**config.mk**
```make
export PLATFORM = sky130hd
export DESIGN_NAME = glcmacc_fifo
export DESIGN_NICKNAME = d
export VERILOG_FILES = /design/src/design/glcmacc_fifo.sv
export SDC_FILE = /design/constraint.sdc
export NUM_CORES = 1
export LEC_CHECK = 0
export BUFFER_PORTS_ARGS = -buffer_cell sky130_fd_sc_hd__buf_4
export CORE_ASPECT_RATIO = 1.4
export CORE_MARGIN = 8
export CORE_UTILIZATION = 55
export CTS_CLUSTER_SIZE = 12
export DETAILED_ROUTE_END_ITERATION = 16
export HOLD_SLACK_MARGIN = 0.08
export PLACE_DENSITY = 0.74
export SLEW_MARGIN = 0
export SYNTH_ARGS = -nofsm -noshare
export SYNTH_HDL_FRONTEND = slang
export SYNTH_SLANG_ARGS = --single-unit
```
**constraint.sdc**
```tcl
create_clock -name clk_i -period 2.4 [get_ports clk_i]
set_input_delay 0.36 -clock clk_i [delete_from_list [all_inputs] [get_ports clk_i]]
set_output_delay 0.36 -clock clk_i [all_outputs]
set_load 0.05 [all_outputs]
```
**src/design/glcmacc_fifo.sv**
```systemverilog
module glcmacc_fifo #(
  parameter int unsigned WIDTH = 8,
  parameter int unsigned DEPTH = 4
) (
  input  logic             clk_i,
  input  logic             rst_ni,
  input  logic             push_i,
  input  logic [WIDTH-1:0] data_i,
  input  logic             pop_i,
  output logic [WIDTH-1:0] data_o,
  output logic             full_o,
  output logic             empty_o
);

  localparam int unsigned PTR_W = $clog2(DEPTH);
  localparam int unsigned CNT_W = $clog2(DEPTH + 1);

  logic [WIDTH-1:0] mem_q [DEPTH];
  logic [PTR_W-1:0] wr_ptr_q, rd_ptr_q;
  logic [CNT_W-1:0] cnt_q;
  logic             do_push, do_pop;

  assign full_o  = (cnt_q == CNT_W'(DEPTH));
  assign empty_o = (cnt_q == '0);
  assign do_push = push_i && !full_o;
  assign do_pop  = pop_i && !empty_o;
  assign data_o  = mem_q[rd_ptr_q];

  always_ff @(posedge clk_i or negedge rst_ni) begin
    if (!rst_ni) begin
      wr_ptr_q <= '0;
      rd_ptr_q <= '0;
      cnt_q    <= '0;
    end else begin
      if (do_push) wr_ptr_q <= wr_ptr_q + PTR_W'(1);
      if (do_pop) rd_ptr_q <= rd_ptr_q + PTR_W'(1);
      if (do_push && !do_pop) cnt_q <= cnt_q + CNT_W'(1);
      else if (do_pop && !do_push) cnt_q <= cnt_q - CNT_W'(1);
    end
  end

  always_ff @(posedge clk_i) begin
    if (do_push) mem_q[wr_ptr_q] <= data_i;
  end

endmodule

```
Word level (Yosys, flattened, before mapping)
Memories as Yosys holds them, arrays and structs flattened.
Index checks and enable logic that the tools add are counted.
- add/sub/neg operators: 4
- equal/unequal tests: 1
- muxes and demuxes: 4
- reductions and logical operators: 10
- operators with widths (cell ; number):
    3-bit 2-to-1 mux ; 2
    2-bit by 1-bit adder with 2-bit output, second input constant ; 2
    1-bit logical AND ; 4
    1-bit logical NOT ; 4
    3-bit by 1-bit adder with 3-bit output, second input constant ; 1
    3-bit == test, second input constant ; 1
    3-bit logical NOT ; 1
    3-bit by 1-bit subtractor with 3-bit output, second input constant ; 1
    1-bit 2-to-1 mux ; 2
    2-bit nonzero test ; 1
- register bits after elaboration: 7
- memory bits (writable): 32
- input port bits: 12
- output and inout port bits: 10
- word-level logic and storage cells: 23
- memories kept: 1
- memories (memory ; depth ; width ; rd ports ; clocked after memory_dff ; write ports ; line ; source):
    mem_q ; 4 ; 8 ; 1 ; 0 ; 1 ; 18 ; logic [WIDTH-1:0] mem_q [DEPTH];

Depth between registers and ports, before layout
- depth in word-level cells: 7
- depth in mapped cells: 9
- mapped depth without buffers: 8

Worst setup path after synthesis
Ideal clock, no wire load.
- path type: register to register
- from: reg cnt_q[0]
- to: reg cnt_q[2]
- setup time: 0.079 ns
- arrival time: 2.847 ns
- required time: 2.321 ns
- slack: -0.526 ns
- stages on the path, launching flop included: 9
- path buffers: 0
- period minus slack after synthesis: 2.926 ns
- cells stage by stage: dfrtp_1 nor3_1 nand2b_1 ha_1 inv_1 fa_1 xor2_1 nor2_1 xor2_1
- word-level cells in the longest chain between the ends: 6
- elaborated cells between the ends (all ways): 15
- classes of those cells: add/sub: 2; eq/ne: 1; mux: 2; reduce/logical: 10
- ends and longest elaborated chain (item ; line ; source):
    from (decl) ; 20 ; logic [CNT_W-1:0] cnt_q;
    from (signal assigned) ; 37 ; if (do_push && !do_pop) cnt_q <= cnt_q + CNT_W'(1);
    from (signal assigned) ; 38 ; else if (do_pop && !do_push) cnt_q <= cnt_q - CNT_W'(1);
    3-bit logical NOT (*) ; 24 ; assign empty_o = (cnt_q == '0);
    net empty_o ; 12 ; output logic empty_o
    1-bit logical NOT (*) ; 26 ; assign do_pop = pop_i && !empty_o;
    1-bit logical AND (*) ; 26 ;
    1-bit logical NOT ; 37 ;
    1-bit logical AND ; 37 ;
    3-bit 2-to-1 mux / 2-bit nonzero test (equally long branches) ; - ;
The timed path passes the listed nets; every way through them passes the cells marked *. The select of a mux whose other input is x is not followed.
A chain may end at the register's enable or synchronous reset.

Worst setup path in the final report
- from: reg rd_ptr_q[0]
- to: out data_o[2]
- word-level cells in the longest chain between the ends: 1
- ends and longest elaborated chain (item ; line ; source):
    from (decl) ; 19 ; logic [PTR_W-1:0] wr_ptr_q, rd_ptr_q;
    from (signal assigned) ; 36 ; if (do_pop) rd_ptr_q <= rd_ptr_q + PTR_W'(1);
    memory read 4 x 8 bit ; - ;
    to (decl) ; 10 ; output logic [WIDTH-1:0] data_o,
No other way between the ends.

==> results by group <==
Clocking
  • Root Buffer: clkbuf_8
  • Clock Sinks: 39
  • Num CTS Buffers: 5
  • H-Tree Level Count: 2
  • Post-CTS Setup Bufs: 0
  • TritonCTS clock tree: built
  • Reg clk slew, reported paths: 0.08 ns
  • Worst-case clock buffer depth: 2
  • Clock Latency Late Sink: 0.29 ns

Detailed routing
  • Total wire length: 2.555 mm
  • Antenna-violating nets left: 0
  • DRC: 0
  • Via/cell ratio: 5.338
  • Wire per inst: 17.99 um
  • Via count: 758
  • Initial DRC count: 15
  • Pre-antenna DRT Iters: 4

Synth
  • Post-synthesis xor/xnor area fraction: 3.307%
  • Largest family of logic cells by synthesized area: multiplexers
  • Syn_nets: 95
  • Yosys cell types: 20
  • Seq/Total Area, Yosys: 71.50%
  • Post-Synth Simple-Gate Area: 5.039%
  • Area leader, netlist: edfxtp_1
  • Avg Inst Size Synth: ~21 um^2
  • Multiplexer area fraction after synthesis: 12.99%
  • Synth Area in Adders: slightly above 5%
  • Synth Warn #: 0
  • Syn Inst Count: 77
  • Compound-cell area share of the yosys netlist: 0%
  • Synth top area share: 60.47%
  • Dominant cells by area after synthesis: edfxtp_1 60%, mux4_2 11%, dfrtp_1 11%
  • Synthesized flop and latch total: 39
  • Post-Syn Area: 1589 um^2

Final layout
  • Post-route non-filler standard cell count: approximately 140
  • Design Area, Final: 1909 um^2
  • Fill count: about 230
  • Commonest non-fill, non-tap cells in the layout: 32 x edfxtp_1, 22 x buf_4, 8 x mux4_2
  • Layout cells sized above 1: 43.81%
  • Commonest non-fill, non-tap cell in the layout: edfxtp_1
  • # nets final: 122
  • Ant diodes: 0
  • Area Overhead vs Synth: 20.16%

Placement
  • Cells after DPL: 133
  • DP Wirelength: 1.820 mm
  • Placement Cell Area: 1792 um^2
  • I/O Buffers: 21
  • Final GP Congestion: about 0.74

Timing
  • Worst Tran Pin Value: approximately 0.55 ns
  • Period Utilization, post-route: 88.56%
  • Worst slew margin: 63.05%
  • Setup violation total in the final timing report: 0
  • Final hold vios: 0
  • RSZ-0062 raised after global routing: no
  • Clk_skew: ~0.0093 ns
  • Final Max Slew Viols: 0
  • Fmax: approximately 0.47 GHz
  • Fin crit period: 2.125 ns
  • Setup TNS: 0 ns

Pwr
  • Leak pwr: 0.0007169 uW
  • Pwr dens: 1407 nW/um^2
  • VDD IR max: 0.0008033 V

Die
  • Die X-Extent: slightly above 60 um
  • Core Box Area: 2820 um^2
  • Initial core utilization: 56.34%
  • Die Span Y: 79.60 um
  • Cell Rows: 23
  • Die area: 4889 um^2
  • # IOs: 22

Global routing
  • First-pass GRT wire length: about 4.2 mm
  • Vias in the first global route: 867
  • Initial antenna violation count: 0
  • GRT Total Usage: 12.11%
  • Largest net degree at the start of global routing: 13
  • Grt total ovfl: 0

Critical path
  • Crit Path Category: register to output port
  • Critical-path maximum fanout: 9
  • Worst Path Arrival: roughly 1.8 ns
  • Critical path launch point type: register
  • Worst setup EP type: output port
  • WP data required: 2.04 ns

Run
  • Max_cap viols: 0

Hold path
  • Worst Hold Class: input pin to register

Run status
  • Status: complete, no violations
-- layer usage --
layer,global-route usage [%],up-vias,wire (um)
li1,-,343,-
met1,12.67,388,948
met2,20.06,22,1376
met3,4.839,5,173
met4,6.178,0,57
met5,0,-,0
-- critical path, cell delays in order (launching register included) --
cell     delay (ns)
dfrtp_1        0.70
mux4_2         0.58
buf_4          0.20
-- cells in the mapped netlist --
cell type / n
ha_1: 5
mux4_2: 8
xor2_1: 2
mux2_4: 1
nor2b_2: 1
and2_2: 4
nor3b_4: 1
inv_1: 3
dfrtp_1: 7
nand2b_1: 1
mux2_2: 1
nand3b_1: 1
nor2_1: 1
buf_6: 1
clkbuf_1: 1
edfxtp_1: 32
buf_2: 1
nor3_1: 1
xnor2_1: 4
fa_1: 1
-- metrics by stage --
step | util (%) | setup slack, ns | hold slack [ns] | power, uW
floorplan | - | 0.1080 | 0.06441 | 1900
global placement | 63.53 | 0.4389 | 0.1790 | 2164
detailed placement | 63.53 | 0.3494 | 0.1815 | 2200
CTS | 67.70 | 0.2467 | 0.2628 | 2718
global route | 67.70 | 0.1566 | 0.2589 | 2817
finish | 67.70 | 0.2747 | 0.2728 | 2687
-- where the power goes --
| part | switching, uW | internal, uW | total (uW) |
|---|---|---|---|
| Combinational | 628 | 455 | 1080 |
| Clock | 213 | 304 | 517 |
| Sequential | 170 | 917 | 1090 |
| Total | 1010 | 1680 | 2690 |
-- sequential cells by signal (all words and copies together), names as in the netlist --
signal,cells
wr_ptr_q,2
rd_ptr_q,2
mem_q,32
cnt_q,3
-- area by class of cell --
class	count	area, um^2	share of cell area [%]
sequential	39	1136	59.50
multi-input combinational	32	432.9	22.67
timing repair buffer	23	175.2	9.174
clock buffer	5	68.82	3.604
tap	37	46.29	2.425
clock inverter	3	38.79	2.031
inverter	3	11.26	0.5898
-- kinds of logic after synthesis --
kind of cell	count (synthesis)
XOR/XNOR	6
adder cells (fa/ha/maj)	6
buffers and inverters	6
flip-flops	39
multiplexers	10
AND/OR/NAND/NOR	10
-- path summary, 6_finish.rpt --
path / start / to / slack, ns / cells after the start
max in group asynchronous: rst_ni / wr_ptr_q[0] / 1.86 / 2
max: rd_ptr_q[0] / data_o[2] / 0.27 / 2
min reg2reg: cnt_q[2] / cnt_q[2] / 0.56 / 1
min in group asynchronous: rst_ni / wr_ptr_q[1] / 0.41 / 2
max reg2reg: cnt_q[0] / cnt_q[2] / 0.33 / 8
min: data_i[5] / mem_q[0][5] / 0.27 / 1
-- timing repair --
item / in CTS / in global routing
resized for setup: 0 / 0
hold buffers: 1 / 0
hold endpoints to repair: 7 / 0
(Power assumes the default switching activity.)
